<file path="config.mk">
export PLATFORM = sky130hd
export DESIGN_NAME = magic_frame_deframer_crc16_unit
export DESIGN_NICKNAME = d
export VERILOG_FILES = /design/src/sv/mfd_pkg.sv /design/src/sv/mfd_crc16.sv /design/src/sv/mfd_frame_fsm.sv /design/src/sv/magic_frame_deframer_crc16_unit.sv
export SDC_FILE = /design/constraint.sdc
export NUM_CORES = 1
export LEC_CHECK = 0
export ABC_AREA = 1
export BUFFER_PORTS_ARGS = -buffer_cell sky130_fd_sc_hd__clkbuf_2
export CAP_MARGIN = 20
export CORE_UTILIZATION = 57
export DETAILED_ROUTE_END_ITERATION = 6
export HOLD_SLACK_MARGIN = 0.03
export PLACE_DENSITY = 0.8
export SYNTH_ARGS = -nofsm -noshare
export SYNTH_HDL_FRONTEND = slang
export SYNTH_SLANG_ARGS = --single-unit
</file>
<file path="constraint.sdc">
create_clock -name clock -period 3.5 [get_ports clock]
set_input_delay 0.35 -clock clock [delete_from_list [all_inputs] [get_ports clock]]
set_output_delay 0.35 -clock clock [all_outputs]
set_load 0.1 [all_outputs]
</file>
<file path="src/sv/mfd_pkg.sv">
// Package for the magic-frame deframer: hunt phases, status codes, register
// indexes, CRC constants and the structs passed between the modules.
// No dependencies.
`default_nettype none

package mfd_pkg;

   localparam int unsigned BYTE_W   = 8;
   localparam int unsigned CRC_W    = 16;
   localparam int unsigned LEN_W    = 16;
   localparam int unsigned PIDX_W   = 9;
   localparam int unsigned FLEN_W   = 10;
   localparam int unsigned STATUS_W = 2;
   localparam int unsigned ADDR_W   = 4;
   localparam int unsigned DATA_W   = 32;

   localparam logic [CRC_W-1:0]  CRC_INIT = 16'hFFFF;
   localparam logic [CRC_W-1:0]  CRC_POLY = 16'h1021;
   localparam logic [CRC_W-1:0]  CRC_MSB  = 16'h8000;
   localparam logic [LEN_W-1:0]  FLEN_SAT = 16'd1023;

   localparam logic [STATUS_W-1:0] STATUS_NONE    = 2'd0;
   localparam logic [STATUS_W-1:0] STATUS_GOOD    = 2'd1;
   localparam logic [STATUS_W-1:0] STATUS_CRC_ERR = 2'd2;
   localparam logic [STATUS_W-1:0] STATUS_LEN_REJ = 2'd3;

   localparam logic [1:0] REG_SYNC_FIRST  = 2'd0;
   localparam logic [1:0] REG_SYNC_SECOND = 2'd1;
   localparam logic [1:0] REG_ACK_TYPE    = 2'd2;

   typedef enum logic [3:0] {
      PH_MAGIC0  = 4'd0,
      PH_MAGIC1  = 4'd1,
      PH_TYPE    = 4'd2,
      PH_CHAN    = 4'd3,
      PH_SEQ     = 4'd4,
      PH_LEN0    = 4'd5,
      PH_LEN1    = 4'd6,
      PH_CRC0    = 4'd7,
      PH_CRC1    = 4'd8,
      PH_PAYLOAD = 4'd9
   } phase_type;

   typedef struct packed {
      logic [BYTE_W-1:0] sync_first;
      logic [BYTE_W-1:0] sync_second;
      logic [BYTE_W-1:0] ack_type;
   } cfg_type;

   typedef struct packed {
      logic                consumed;
      logic                payload_valid;
      logic [BYTE_W-1:0]   payload_byte;
      logic [PIDX_W-1:0]   payload_index;
      logic [STATUS_W-1:0] frame_status;
      logic [BYTE_W-1:0]   frame_type;
      logic [BYTE_W-1:0]   frame_channel;
      logic [BYTE_W-1:0]   frame_seq;
      logic [FLEN_W-1:0]   frame_len;
      logic                ack_needed;
   } rsp_type;

endpackage

`default_nettype wire

</file>
<file path="src/sv/mfd_crc16.sv">
// One byte step of CRC16/CCITT-FALSE (poly 0x1021, MSB first).
// Depends on mfd_pkg.
`default_nettype none

module mfd_crc16 (
   input  wire logic [mfd_pkg::CRC_W-1:0]  crc_cur,
   input  wire logic [mfd_pkg::BYTE_W-1:0] data,
   output logic      [mfd_pkg::CRC_W-1:0]  crc_nxt
);
   import mfd_pkg::*;

   always_comb begin
      logic [CRC_W-1:0] c;
      c = crc_cur ^ {data, 8'h00};
      for (int k = 0; k < BYTE_W; k++) begin
         if ((c & CRC_MSB) != '0) begin
            c = (c << 1) ^ CRC_POLY;
         end else begin
            c = c << 1;
         end
      end
      crc_nxt = c;
   end

endmodule

`default_nettype wire

</file>
<file path="src/sv/mfd_frame_fsm.sv">
// Frame hunt state machine: header capture, payload indexing and CRC check.
// Processes one byte per advance. Depends on mfd_pkg and mfd_crc16.
`default_nettype none

module mfd_frame_fsm #(
   parameter int unsigned MAX_PAYLOAD = 512
) (
   input  wire logic                        clock,
   input  wire logic                        reset,
   input  wire logic                        advance,
   input  wire logic [mfd_pkg::BYTE_W-1:0]  rx_byte,
   input  wire mfd_pkg::cfg_type            cfg,
   output mfd_pkg::rsp_type                 rsp
);
   import mfd_pkg::*;

   localparam int unsigned CNT_W = $clog2(MAX_PAYLOAD + 1);
   localparam logic [LEN_W-1:0] MAX_LEN = LEN_W'(MAX_PAYLOAD);

   phase_type          phase_ff, phase_in;
   logic [BYTE_W-1:0]  type_ff, type_in;
   logic [BYTE_W-1:0]  chan_ff, chan_in;
   logic [BYTE_W-1:0]  seq_ff, seq_in;
   logic [LEN_W-1:0]   len_ff, len_in;
   logic [CRC_W-1:0]   rcheck_ff, rcheck_in;
   logic [CNT_W-1:0]   count_ff, count_in;
   logic [CRC_W-1:0]   crc_ff, crc_in;

   logic [CRC_W-1:0]   crc_base;
   logic [CRC_W-1:0]   crc_step;
   logic [LEN_W-1:0]   len_full;
   logic [CNT_W-1:0]   count_inc;
   logic               len_over;
   logic               last_byte;
   logic [CRC_W-1:0]   check_full;
   logic               zero_len;

   // Type byte restarts the check from its seed
   assign crc_base = (phase_ff == PH_TYPE) ? CRC_INIT : crc_ff;

   mfd_crc16 u_crc (
      .crc_cur (crc_base),
      .data    (rx_byte),
      .crc_nxt (crc_step)
   );

   assign len_full   = {rx_byte, len_ff[BYTE_W-1:0]};
   assign len_over   = len_full > MAX_LEN;
   assign check_full = {rx_byte, rcheck_ff[BYTE_W-1:0]};
   assign zero_len   = (len_ff == '0);
   assign count_inc  = count_ff + CNT_W'(1);
   assign last_byte  = LEN_W'(count_inc) >= len_ff;

   // Next phase
   always_comb begin
      phase_in = phase_ff;
      case (phase_ff)
         PH_MAGIC0: begin
            if (rx_byte == cfg.sync_first) phase_in = PH_MAGIC1;
         end
         PH_MAGIC1: begin
            if (rx_byte == cfg.sync_second)     phase_in = PH_TYPE;
            else if (rx_byte == cfg.sync_first) phase_in = PH_MAGIC1;
            else                                phase_in = PH_MAGIC0;
         end
         PH_TYPE:    phase_in = PH_CHAN;
         PH_CHAN:    phase_in = PH_SEQ;
         PH_SEQ:     phase_in = PH_LEN0;
         PH_LEN0:    phase_in = PH_LEN1;
         PH_LEN1:    phase_in = len_over ? PH_MAGIC0 : PH_CRC0;
         PH_CRC0:    phase_in = PH_CRC1;
         PH_CRC1:    phase_in = zero_len ? PH_MAGIC0 : PH_PAYLOAD;
         PH_PAYLOAD: phase_in = last_byte ? PH_MAGIC0 : PH_PAYLOAD;
         default:    phase_in = PH_MAGIC0;
      endcase
   end

   // Held fields and result
   always_comb begin
      type_in   = type_ff;
      chan_in   = chan_ff;
      seq_in    = seq_ff;
      len_in    = len_ff;
      rcheck_in = rcheck_ff;
      count_in  = count_ff;
      crc_in    = crc_ff;

      rsp.consumed      = 1'b1;
      rsp.payload_valid = 1'b0;
      rsp.payload_byte  = '0;
      rsp.payload_index = '0;
      rsp.frame_status  = STATUS_NONE;
      rsp.ack_needed    = 1'b0;

      case (phase_ff)
         PH_MAGIC0: begin
            rsp.consumed = (rx_byte == cfg.sync_first);
         end
         PH_MAGIC1: ;
         PH_TYPE: begin
            type_in = rx_byte;
            crc_in  = crc_step;
         end
         PH_CHAN: begin
            chan_in = rx_byte;
            crc_in  = crc_step;
         end
         PH_SEQ: begin
            seq_in = rx_byte;
            crc_in = crc_step;
         end
         PH_LEN0: begin
            len_in = LEN_W'(rx_byte);
            crc_in = crc_step;
         end
         PH_LEN1: begin
            len_in = len_full;
            crc_in = crc_step;
            if (len_over) rsp.frame_status = STATUS_LEN_REJ;
         end
         PH_CRC0: begin
            rcheck_in = CRC_W'(rx_byte);
         end
         PH_CRC1: begin
            rcheck_in = check_full;
            count_in  = '0;
            if (zero_len) begin
               if (crc_ff == check_full) begin
                  rsp.frame_status = STATUS_GOOD;
                  rsp.ack_needed   = (type_ff != cfg.ack_type);
               end else begin
                  rsp.frame_status = STATUS_CRC_ERR;
               end
            end
         end
         PH_PAYLOAD: begin
            rsp.payload_valid = 1'b1;
            rsp.payload_byte  = rx_byte;
            rsp.payload_index = PIDX_W'(count_ff);
            crc_in            = crc_step;
            count_in          = count_inc;
            if (last_byte) begin
               if (crc_step == rcheck_ff) begin
                  rsp.frame_status = STATUS_GOOD;
                  rsp.ack_needed   = (type_ff != cfg.ack_type);
               end else begin
                  rsp.frame_status = STATUS_CRC_ERR;
               end
            end
         end
         default: begin
            rsp.consumed = 1'b0;
         end
      endcase

      rsp.frame_type    = type_in;
      rsp.frame_channel = chan_in;
      rsp.frame_seq     = seq_in;
      rsp.frame_len     = (len_in > FLEN_SAT) ? FLEN_W'(FLEN_SAT) : len_in[FLEN_W-1:0];
   end

   always_ff @(posedge clock) begin
      if (reset) begin
         phase_ff  <= PH_MAGIC0;
         type_ff   <= '0;
         chan_ff   <= '0;
         seq_ff    <= '0;
         len_ff    <= '0;
         rcheck_ff <= '0;
         count_ff  <= '0;
         crc_ff    <= CRC_INIT;
      end else if (advance) begin
         phase_ff  <= phase_in;
         type_ff   <= type_in;
         chan_ff   <= chan_in;
         seq_ff    <= seq_in;
         len_ff    <= len_in;
         rcheck_ff <= rcheck_in;
         count_ff  <= count_in;
         crc_ff    <= crc_in;
      end
   end

endmodule

`default_nettype wire

</file>
<file path="src/sv/magic_frame_deframer_crc16_unit.sv">
// Magic-frame deframer with CRC16/CCITT-FALSE check: top level.
// Depends on mfd_pkg and mfd_frame_fsm (which uses mfd_crc16).
//
// Usage:
//   Request channel (req_valid/req_ready/req_rx_data) carries one received
//   byte per request. Every request yields exactly one response on the rsp_
//   channel, in order: consumed flag, payload byte and index, frame status
//   (none, good, CRC error, length rejected), the held header fields and
//   ack_needed for good frames whose type is not the ack type.
//   The CSR port (APB style, pready tied high) holds the two sync bytes at
//   0x0 and 0x4 and the ack frame type at 0x8; write it only while idle.
//   The byte sits in the input register, the hunt state machine processes
//   it combinationally and the result lands in the response register,
//   which drives rsp_valid.
//   Throughput: one byte per cycle while responses are taken; the bytewise
//   combinational CRC update and phase decode set that figure.
//   Reset (synchronous, active high) clears the valid flags of both pipeline
//   registers, the hunt state (waiting for the first sync byte) and all CSRs.
//   When the receiver stalls, the response register holds, the input
//   register fills, and req_ready drops until the response is taken.
`default_nettype none

module magic_frame_deframer_crc16_unit #(
   parameter int unsigned MAX_PAYLOAD = 512
) (
   input  wire logic                          clock,
   input  wire logic                          reset,

   input  wire logic                          req_valid,
   output logic                               req_ready,
   input  wire logic [7:0]                    req_rx_data,

   output logic                               rsp_valid,
   input  wire logic                          rsp_ready,
   output logic                               rsp_consumed,
   output logic                               rsp_payload_valid,
   output logic [7:0]                         rsp_payload_byte,
   output logic [8:0]                         rsp_payload_index,
   output logic [1:0]                         rsp_frame_status,
   output logic [7:0]                         rsp_frame_type,
   output logic [7:0]                         rsp_frame_channel,
   output logic [7:0]                         rsp_frame_seq,
   output logic [9:0]                         rsp_frame_len,
   output logic                               rsp_ack_needed,

   input  wire logic                          csr_psel,
   input  wire logic                          csr_penable,
   input  wire logic                          csr_pwrite,
   input  wire logic [mfd_pkg::ADDR_W-1:0]    csr_paddr,
   input  wire logic [mfd_pkg::DATA_W-1:0]    csr_pwdata,
   output logic      [mfd_pkg::DATA_W-1:0]    csr_prdata,
   output logic                               csr_pready
);
   import mfd_pkg::*;

   // CSRs
   cfg_type             cfg_ff;
   logic                csr_wr;
   logic [1:0]          csr_idx;

   // Input register
   logic                in_valid_ff;
   logic [BYTE_W-1:0]   in_byte_ff;

   // Response register
   logic                out_valid_ff;
   rsp_type             out_ff;
   rsp_type             fsm_rsp;

   logic                advance;

   assign csr_pready = 1'b1;
   assign csr_wr     = csr_psel && csr_penable && csr_pwrite;
   assign csr_idx    = csr_paddr[3:2];

   always_ff @(posedge clock) begin
      if (reset) begin
         cfg_ff <= '0;
      end else if (csr_wr) begin
         case (csr_idx)
            REG_SYNC_FIRST:  cfg_ff.sync_first  <= csr_pwdata[BYTE_W-1:0];
            REG_SYNC_SECOND: cfg_ff.sync_second <= csr_pwdata[BYTE_W-1:0];
            REG_ACK_TYPE:    cfg_ff.ack_type    <= csr_pwdata[BYTE_W-1:0];
            default: ;  // drop writes beyond the register list
         endcase
      end
   end

   always_comb begin
      case (csr_idx)
         REG_SYNC_FIRST:  csr_prdata = DATA_W'(cfg_ff.sync_first);
         REG_SYNC_SECOND: csr_prdata = DATA_W'(cfg_ff.sync_second);
         REG_ACK_TYPE:    csr_prdata = DATA_W'(cfg_ff.ack_type);
         default:         csr_prdata = '0;
      endcase
   end

   // Advance the held byte whenever the response register is free or draining
   assign advance   = in_valid_ff && (!out_valid_ff || rsp_ready);
   assign req_ready = !in_valid_ff || advance;

   always_ff @(posedge clock) begin
      if (reset) begin
         in_valid_ff <= 1'b0;
      end else if (req_ready) begin
         in_valid_ff <= req_valid;
      end
   end

   always_ff @(posedge clock) begin
      if (req_valid && req_ready) begin
         in_byte_ff <= req_rx_data;
      end
   end

   mfd_frame_fsm #(
      .MAX_PAYLOAD (MAX_PAYLOAD)
   ) u_fsm (
      .clock   (clock),
      .reset   (reset),
      .advance (advance),
      .rx_byte (in_byte_ff),
      .cfg     (cfg_ff),
      .rsp     (fsm_rsp)
   );

   // Hold the response until taken; load a new one on advance
   always_ff @(posedge clock) begin
      if (reset) begin
         out_valid_ff <= 1'b0;
      end else if (advance) begin
         out_valid_ff <= 1'b1;
      end else if (rsp_ready) begin
         out_valid_ff <= 1'b0;
      end
   end

   always_ff @(posedge clock) begin
      if (advance) begin
         out_ff <= fsm_rsp;
      end
   end

   assign rsp_valid         = out_valid_ff;
   assign rsp_consumed      = out_ff.consumed;
   assign rsp_payload_valid = out_ff.payload_valid;
   assign rsp_payload_byte  = out_ff.payload_byte;
   assign rsp_payload_index = out_ff.payload_index;
   assign rsp_frame_status  = out_ff.frame_status;
   assign rsp_frame_type    = out_ff.frame_type;
   assign rsp_frame_channel = out_ff.frame_channel;
   assign rsp_frame_seq     = out_ff.frame_seq;
   assign rsp_frame_len     = out_ff.frame_len;
   assign rsp_ack_needed    = out_ff.ack_needed;

endmodule

`default_nettype wire
</file>
==> flow_summary.yaml, run 1 <==
drt:
  wl_mm: 22.4
  drt_iter0_drc: 718
  via_per_inst: 5.36
  post_drt_wl_per_cell_um: 15.2
  wl_met3_mm: 1.95
  drtPass1Iterations: 5
  top_layer: "met4"
  wl_met2_mm: 10.4
  ant_nets: 0
  drc: 0
  vias: 7909
  met1Wirelength_mm: 9.28
synthesis:
  dominantRegCellSynth: "dfxtp_1"
  syn_avg_cell_area_um2: 7.67
  synth_area_mm2: 0.00895
  synth_edf_count: 64
  synth_common_cells: "nand2_1, inv_1, nor2_1, dfxtp_1, o21ai_0"
  synth.distinct_cells: 45
  yosys_warnings: 0
  ys_seq_elements: 176
  async_flop_share_pct: 0
  synth_most_common_cell: "nand2_1"
  ys_seq_area_share_pct: 46.5
  synth.largest_area_cell: "dfxtp_1"
  synth_area_leaders: "dfxtp_1, edfxtp_1, nand2_1"
  synthCells: 1166
  yosysTopAreaCellShare_pct: 25.1
clock_network:
  cts_hold_buf: 0
  cts_buffer_depth: 2
  cts_setup_buffers: 0
  cts_tree: "yes"
  htreeDepth: 4
  cts_sinks: 176
  clk_latency_ns: 0.44
  cts.repair.resized: 0
  path_clk_slew_ns: 0.07
  cts-root-buf: "clkbuf_16"
  cts_buffers: 17
grt:
  grt_pass1_wl_mm: 35.4
  first_global_vias: 7189
  grt_max_degree: 69
  grt_overflow: 0
  grtUsageTotal_pct: 28.6
  antenna_found_initial: 2
cells_and_area:
  fin_nets: 1312
  area_growth_pct: 12.7
  n_fill_cell: 1279
  stdcell_area_mm2: 0.0101
  drive_above_1_share_pct: 14.4
  fin_cells: 1476
pwr:
  vdd_drop_max_uv: 436
  cellPowerDensity_mw_per_mm2: 488
  comb_power_share_pct: 16.8
  p_clk_share_pct: 37.3
  sequentialPowerShare_pct: 45.9
  p_switching_mw: 1.56
  power.leakage_nw: 4.56
  p_sw_share_pct: 31.7
  p_int_mw: 3.36
critical_path:
  worstPathRequired_ns: 3.68
  worstPathMaxFanout: 4
  cp-end-kind: "flip-flop"
  cp-start-kind: "flip-flop"
  path_class: "flip-flop to flip-flop"
  cp.arrival_ns: 2.84
placement:
  dp.cells: 1442
  globalplace.congestion: 0.943
  portBuffers: 90
  place_area_mm2: 0.00952
  dpl.hpwl_mm: 15.9
sta:
  slew_viol_final: 0
  skew_ns: 0.00924
  fmax_mhz: 375
  relSlewSlack_pct: 25.2
  finalCritPeriodShare_pct: 76.2
  worst_pin_slew_ns: 1.09
  rsz0062_at_grt: "no"
  setup_viol: 0
  setup_tns_ns: 0
  finalHoldViolCount: 0
  period_minus_slack_ns: 2.67
floorplanning:
  dieArea_mm2: 0.0162
  die_w_um: 127
  core_mm2: 0.0153
  rows: 45
  dieHeight_um: 127
  pin_count: 142
  start_util_pct: 58.6
run:
  maxCapViolCount: 0
outcome:
  status: "completed"
min_path:
  hp-class: "input pin to flip-flop"
## cell type report
| type | count | area (um2) | share of cell area (%) |
|---|---|---|---|
| diodes | 2 | 5.00 | 0.0496 |
| clock buffers | 19 | 433 | 4.29 |
| clock inverters | 13 | 128 | 1.27 |
| inverters | 162 | 611 | 6.06 |
| multi-input cells | 788 | 3900 | 38.7 |
| flip-flops and latches | 176 | 4160 | 41.3 |
| well taps | 211 | 264 | 2.62 |
| repair buffers | 105 | 576 | 5.71 |
## per-stage QoR
stage	total power, mW	hold slack, ns	util, %	setup slack, ns
global placement	3.11	0.455	62.4	0.861
CTS	4.92	0.0767	66.0	0.818
detailed placement	3.12	0.466	62.4	0.834
finish	4.92	0.0863	66.1	0.834
global route	5.08	0.0766	66.0	0.541
floorplan	2.99	0.445	-	0.0744
## state kept, by name (all words and copies together), names as in the netlist, 9 cells and up
name	cells
cfg_ff	24
rsp_frame_len	10
rsp_payload_index	9
u_fsm.count_ff	10
u_fsm.crc_ff	16
u_fsm.len_ff	16
u_fsm.rcheck_ff	16
## worst max-delay path, stage by stage (launching register included)
cell      delay (ns)
dfxtp_1         0.38
inv_1           0.10
nor4_1          0.42
nand2_1         0.15
nor3_1          0.23
xnor2_1         0.15
inv_1           0.08
ha_1            0.28
and3_1          0.18
nand2_1         0.07
o21ai_0         0.08
nand2_1         0.06
inv_1           0.06
nand3_2         0.08
nand3b_1        0.08
## per-layer routing
layer / track usage [%] / up-vias
met4: 13.0 / 0
met1: 36.8 / 3572
li1: - / 3882
met2: 46.0 / 394
met5: 0 / -
met3: 6.57 / 61
## layout by cell type (no fill, tap or decap), types with 19 or more instances in the layout
master / Yosys / routed
a21oi_1: 64 / 64
clkbuf_2: 1 / 90
conb_1: 2 / 25
dfxtp_1: 112 / 112
edfxtp_1: 64 / 64
inv_1: 146 / 146
nand2_1: 269 / 269
nand3_1: 61 / 61
nor2_1: 124 / 124
o211ai_1: 24 / 24
o21ai_0: 105 / 105
xor2_1: 19 / 19
## power by group through the flow
stage	clock network, mW	logic [mW]	registers, mW
floorplan	0	0.436	2.56
global placement	0	0.805	2.30
detailed placement	0	0.815	2.30
CTS	1.84	0.820	2.26
global route	1.94	0.875	2.27
finish	1.83	0.825	2.26
## kinds of logic after synthesis
group | share of synthesized area [%]
buffers and inverters | 10.8
xor gates and xnor gates | 3.43
other | 0.0839
AOI/OAI and AO/OA | 13.1
and+or+nand+nor | 24.5
adders and majority gates | 1.54
DFF | 46.5
## path summary, 6_finish.rpt
kind | cells past startpoint | end | from | slack [ns]
setup reg to reg | 14 | rsp_frame_status[0]$_DFFE_PP_ | u_fsm.count_ff[0]$_SDFFE_PP0P_ | 0.83
hold reg to reg | 2 | u_fsm.count_ff[8]$_SDFFE_PP0P_ | u_fsm.count_ff[8]$_SDFFE_PP0P_ | 0.48
hold / removal | 1 | in_byte_ff[6]$_DFFE_PP_ | req_rx_data[6] | 0.09
setup / recovery | 14 | rsp_frame_status[0]$_DFFE_PP_ | u_fsm.count_ff[0]$_SDFFE_PP0P_ | 0.83
No activity file was read; power rests on OpenSTA's default activity.
==> run 2: changes to the inputs <==
--- a/config.mk
+++ b/config.mk
@@ -8,10 +8,10 @@
 export ABC_AREA = 1
 export BUFFER_PORTS_ARGS = -buffer_cell sky130_fd_sc_hd__clkbuf_2
 export CAP_MARGIN = 20
-export CORE_UTILIZATION = 57
+export CORE_UTILIZATION = 52
 export DETAILED_ROUTE_END_ITERATION = 6
 export HOLD_SLACK_MARGIN = 0.03
-export PLACE_DENSITY = 0.8
+export PLACE_DENSITY = 0.77
 export SYNTH_ARGS = -nofsm -noshare
 export SYNTH_HDL_FRONTEND = slang
 export SYNTH_SLANG_ARGS = --single-unit
==> constraint.sdc (replaced) <==
create_clock -name clock -period 2.45 [get_ports clock]
set_input_delay 0.245 -clock clock [delete_from_list [all_inputs] [get_ports clock]]
set_output_delay 0.245 -clock clock [all_outputs]
set_load 0.1 [all_outputs]
==> run 2 against run 1 <==
The run now ends with negative setup slack left; final cell count rose by 5.4%; clock power grew 55%; total power is 49% higher; critical path depth rose by 1; die area up 9.5%; sequential cell count unchanged; combinational power is 54% higher; clock skew is 0.0014 ns higher; count of clock-buffer cells in the layout is 1 higher; largest cell class unchanged; global-route usage is 0.91 points lower.
==> flow_summary.yaml, run 2 (synthesis gave the netlist of run 1 again) <==
outcome:
  status: "finished with violations"
  violations: "negative setup slack"
sta:
  relSlewSlack_pct: 63.2
  slew_viol_final: 0
  fmax_mhz: 407
  worst_pin_slew_ns: 0.554
  skew_ns: 0.0106
  rsz0062_at_grt: "yes"
  setup_viol: 2
  finalCritPeriodShare_pct: 100
  finalHoldViolCount: 0
  layout_setup_ws_ns: -0.00585
  period_minus_slack_ns: 2.46
  holdWs_ns: 0.0689
pwr:
  power.total_mw: 7.33
  cellPowerDensity_mw_per_mm2: 672
  power.leakage_nw: 5.00
  vdd_drop_max_uv: 700
grt:
  grt_max_degree: 57
  grt_pass1_wl_mm: 37.9
  grtUsageTotal_pct: 27.7
  antenna_found_initial: 0
  grt_overflow: 0
  first_global_vias: 7555
floorplanning:
  start_util_pct: 53.6
  rows: 47
  core_mm2: 0.0167
  die_w_um: 133
  dieHeight_um: 133
  dieArea_mm2: 0.0177
  pin_count: 142
critical_path:
  cp-end-kind: "flip-flop"
  reg2reg_from: "u_fsm.count_ff[3]$_SDFFE_PP0P_"
  cp.arrival_ns: 2.77
  path_class: "flip-flop to flip-flop"
  worstPathRequired_ns: 2.77
  crit_start: "u_fsm.count_ff[3]$_SDFFE_PP0P_"
  cp-start-kind: "flip-flop"
  worstPathMaxFanout: 3
clock_network:
  cts_tree: "yes"
  htreeDepth: 4
  cts-root-buf: "clkbuf_16"
  clk_latency_ns: 0.44
  cts_buffer_depth: 2
  path_clk_slew_ns: 0.07
  cts_sinks: 176
  cts_buffers: 17
drt:
  drt_iter0_drc: 884
  drc: 0
  wl_mm: 24.2
  post_drt_wl_per_cell_um: 15.6
  drtPass1Iterations: 5
  vias: 8327
  via_per_inst: 5.35
  ant_nets: 0
cells_and_area:
  area_growth_pct: 22.0
  layout_commonest_cell: "nand2_1"
  largest_reg_flops: 24
  top_register: "cfg_ff"
  n_fill_cell: 1415
  fin_nets: 1384
  diodes: 0
  drive_above_1_share_pct: 21.3
  layout_common_cells: "nand2_1, inv_1, nor2_1"
min_path:
  hp-start: "csr_pwdata[4]"
  hp-class: "input pin to flip-flop"
placement:
  dpl.hpwl_mm: 16.7
  globalplace.congestion: 1.02
  portBuffers: 90
run:
  maxCapViolCount: 0
-- run 2: cell types whose count changed in the layout (fill, tap and decap cells not counted), sizes merged --
cell	before	now
clkinv	8	7
bufinv	1	3
clkbuf	109	110
dlygate4sd3	0	8
inv	165	163
buf	15	78
diode	2	0
nand2	287	288
-- run 2: through the flow --
step | setup slack (ns) | setup TNS [ns] | instance area (um2) | utilization (%) | instances
after floorplan | 0.0575 | 0 | 9040 | - | 1189
after global placement | 0.0705 | 0 | 9950 | 59.6 | 1504
after detailed placement | 0.0162 | 0 | 9950 | 59.6 | 1504
after CTS | 0.00340 | 0 | 10600 | 63.7 | 1544
after global routing | -0.144 | -0.641 | 10900 | 65.3 | 1555
final | -0.00585 | -0.0110 | 10900 | 65.3 | 1555
-- run 2: what timing repair did --
item,in CTS,in global routing
hold buffers,8,0
pin swaps,0,17
hold endpoints to repair,8,0
buffers inserted,0,10
setup endpoints to repair,1,15
cloned,0,1
resized for setup,1,48
-- run 2: final timing paths --
| kind | cells after the start | slack [ns] | end |
|---|---|---|---|
| setup / recovery | 15 | -0.006 | u_fsm.phase_ff[3]$_SDFFE_PP0P_ |
| hold / removal | 3 | 0.07 | cfg_ff[12]$_SDFFE_PP0P_ |
| setup reg to reg | 15 | -0.006 | u_fsm.phase_ff[3]$_SDFFE_PP0P_ |
| hold reg to reg | 2 | 0.47 | u_fsm.rcheck_ff[9]$_SDFFE_PP0P_ |
-- run 2: critical path, stage by stage, from the launching register on --
cell	delay, ns
dfxtp_2	0.34
nand2_2	0.08
nor4_2	0.26
buf_4	0.17
nand2_4	0.06
nor3_4	0.19
xnor2_1	0.13
inv_1	0.10
ha_4	0.28
and3_4	0.19
nand2_4	0.05
buf_6	0.10
o211ai_1	0.12
nand3_1	0.11
nand2_1	0.08
a21oi_1	0.06
-- run 2: area by class of cell --
class | instances | area (um2) | share of cell area, %
tap | 220 | 275 | 2.52
sequential | 176 | 4180 | 38.3
clock inverter | 12 | 155 | 1.42
multi-input combinational | 789 | 4090 | 37.4
clock buffer | 20 | 447 | 4.09
inverter | 162 | 611 | 5.60
timing repair buffer | 176 | 1160 | 10.6
-- run 2: metal layers --
layer | track usage [%] | routed length (um) | vias up
met2 | 45.5 | 11500 | 391
met5 | 0 | 0 | -
met4 | 10.2 | 681 | 0
li1 | - | - | 4034
met1 | 36.2 | 10200 | 3844
met3 | 5.67 | 1830 | 58
-- run 2: power by group --
part,internal [mW],switching (mW),leakage (nW)
Sequential,3.16,0.0670,1.51
Clock,1.64,1.19,0.293
Combinational,0.275,0.996,3.20
Total,5.07,2.25,5.00
==> run 3: changes to the inputs <==
--- a/config.mk
+++ b/config.mk
@@ -8,10 +8,10 @@
 export ABC_AREA = 1
 export BUFFER_PORTS_ARGS = -buffer_cell sky130_fd_sc_hd__clkbuf_2
 export CAP_MARGIN = 20
-export CORE_UTILIZATION = 52
+export CORE_UTILIZATION = 35
 export DETAILED_ROUTE_END_ITERATION = 6
 export HOLD_SLACK_MARGIN = 0.03
-export PLACE_DENSITY = 0.77
+export PLACE_DENSITY = 0.56
 export SYNTH_ARGS = -nofsm -noshare
 export SYNTH_HDL_FRONTEND = slang
 export SYNTH_SLANG_ARGS = --single-unit
==> run 3 against run 2 <==
The flow now finishes without violations; clock power down 2%; sequential share of layout area increased by 0.13 points; sequential power barely moved; die area rose by 48%; non-clock buffer count down 18; largest cell class unchanged; sequential cell count did not move; register-to-register slack better by 0.12 ns; first-iteration DRC count decreased by 45%; count of clock-buffer cells in the layout grew 1; total power shrank 1.4%; worst setup slack gained 0.12 ns.
==> flow_summary.yaml, run 3 (synthesis gave the netlist of run 1 again) <==
drt:
  drt_iter0_drc: 482
  vias: 7830
  wl_mm: 23.9
  drc: 0
  post_drt_wl_per_cell_um: 14.5
  drtPass1Iterations: 5
  via_per_inst: 4.75
  ant_nets: 0
floorplanning:
  die_w_um: 162
  core_mm2: 0.0251
  dieHeight_um: 162
  rows: 58
  start_util_pct: 35.6
  pin_count: 142
  dieArea_mm2: 0.0262
sta:
  layout_setup_ws_ns: 0.116
  finalHoldViolCount: 0
  setup_viol: 0
  slew_viol_final: 0
  period_minus_slack_ns: 2.33
  rsz0062_at_grt: "yes"
  worst_pin_slew_ns: 0.783
  skew_ns: 0.0103
  relSlewSlack_pct: 47.8
  finalCritPeriodShare_pct: 95.3
  holdWs_ns: 0.0818
  setup_tns_ns: 0
  fmax_mhz: 428
cells_and_area:
  layout_commonest_cell: "nand2_1"
  diodes: 0
  n_fill_cell: 2575
  largest_reg_flops: 24
  layout_common_cells: "nand2_1, inv_1, nor2_1"
  drive_above_1_share_pct: 20.4
  area_growth_pct: 21.5
  top_register: "cfg_ff"
  fin_nets: 1366
critical_path:
  worstPathRequired_ns: 2.74
  rr_worst_depth: 14
  reg2reg_from: "u_fsm.count_ff[3]$_SDFFE_PP0P_"
  cp-start-kind: "flip-flop"
  worstPathMaxFanout: 2
  path_class: "flip-flop to flip-flop"
  cp.arrival_ns: 2.62
  worstReg2RegEnd: "u_fsm.phase_ff[0]$_SDFFE_PP0P_"
  r2r_slack_ns: 0.12
  cp-end-kind: "flip-flop"
pwr:
  power.leakage_nw: 4.90
  power.total_mw: 7.23
  vdd_drop_max_uv: 353
  cellPowerDensity_mw_per_mm2: 665
clock_network:
  cts_buffer_depth: 2
  cts_buffers: 17
  cts-root-buf: "clkbuf_16"
  cts_tree: "yes"
  path_clk_slew_ns: 0.07
  clk_latency_ns: 0.44
  cts_sinks: 176
  htreeDepth: 4
run:
  maxCapViolCount: 0
placement:
  place_ws_ns: -0.0880
  dpl.hpwl_mm: 17.2
  globalplace.congestion: 0.914
  portBuffers: 90
grt:
  first_global_vias: 7149
  antenna_found_initial: 0
  grt_overflow: 0
  grt_max_degree: 69
  grt_pass1_wl_mm: 37.3
  grtUsageTotal_pct: 18.5
outcome:
  status: "completed"
min_path:
  hold-path-endpoint: "cfg_ff[0]$_SDFFE_PP0P_"
  hold_depth: 3
  hp-start: "csr_pwdata[0]"
  hp-class: "input pin to flip-flop"
==> run 3: changes by cell type in the layout (fill, tap and decap cells not counted), moves of 2 or more <==
| cell | previous run | this run |
|---|---|---|
| clkinvlp_4 | 1 | 3 |
| buf_4 | 73 | 56 |
| inv_1 | 144 | 141 |
| nand2_4 | 10 | 7 |
| inv_2 | 15 | 18 |
==> run 3: report_power, final <==
part           total [mW]  switching [mW]  leakage [nW]  internal [mW]
sequential           3.22          0.0630          1.51           3.16
clock                2.77            1.20         0.281           1.57
combinational        1.24           0.981          3.11          0.256
total                7.23            2.24          4.90           4.98
==> run 3: how the worst max path moves through the flow <==
stage                                    from                        endpoint  slack, ns  cells past startpoint
3_5_place_dp   u_fsm.count_ff[0]$_SDFFE_PP0P_   rsp_frame_status[0]$_DFFE_PP_      -0.09                     15
6_report       u_fsm.count_ff[3]$_SDFFE_PP0P_  u_fsm.phase_ff[0]$_SDFFE_PP0P_       0.12                     14
5_1_grt        u_fsm.count_ff[4]$_SDFFE_PP0P_  u_fsm.phase_ff[0]$_SDFFE_PP0P_      -0.03                     14
2_1_floorplan  u_fsm.count_ff[0]$_SDFFE_PP0P_   rsp_frame_status[0]$_DFFE_PP_       0.06                     14
4_1_cts        u_fsm.count_ff[1]$_SDFFE_PP0P_   rsp_frame_status[0]$_DFFE_PP_      0.008                     15
3_3_place_gp   u_fsm.count_ff[0]$_SDFFE_PP0P_   rsp_frame_status[0]$_DFFE_PP_      -0.06                     15
==> run 3: critical path, cell delays in order, from the launching register on <==
cell and delay [ns]:
dfxtp_2 0.34, nand2_2 0.08, nor4_4 0.27, buf_4 0.18
nand2_4 0.06, nor3_4 0.12, xnor2_1 0.14, inv_1 0.10
ha_4 0.27, and3_4 0.17, nand2_2 0.06, o211ai_1 0.12
nand3_1 0.14, nand2_1 0.08, a21oi_1 0.05
==> run 3: layer usage <==
| metal | global-route usage [%] | wire, um | vias up | share of wire, % |
|---|---|---|---|---|
| met5 | 0 | 0 | - | 0 |
| met4 | 6.60 | 380 | 0 | 1.6 |
| met3 | 3.04 | 1220 | 27 | 5.1 |
| met2 | 30.5 | 11200 | 230 | 47 |
| met1 | 24.3 | 11000 | 3581 | 46 |
| li1 | - | - | 3992 | - |
==> run 3: layout make-up <==
cell class,count,area [um2],share of cell area (%)
Tap cell,330,413,3.80
Clock buffer,21,460,4.24
Clock inverter,11,129,1.19
Timing Repair Buffer,158,1010,9.27
Multi-Input combinational cell,789,4070,37.5
Inverter,162,611,5.62
Sequential cell,176,4170,38.4
==> run 3: repair_timing <==
item | in CTS | in global routing
cloned | 0 | 1
hold buffers | 8 | 0
setup endpoints to repair | 5 | 5
gates resized for setup | 9 | 38
setup buffers | 0 | 5
pin swaps | 9 | 16
hold endpoints to repair | 8 | 0
==> run 3: per-stage QoR <==
step                      instances  util, %  instance area (um2)
after floorplan                1189        -                 9040
after global placement         1601     39.7                 9970
after detailed placement       1601     39.7                 9970
after CTS                      1641     42.5                10700
after global routing           1647     43.3                10900
final                          1647     43.3                10900
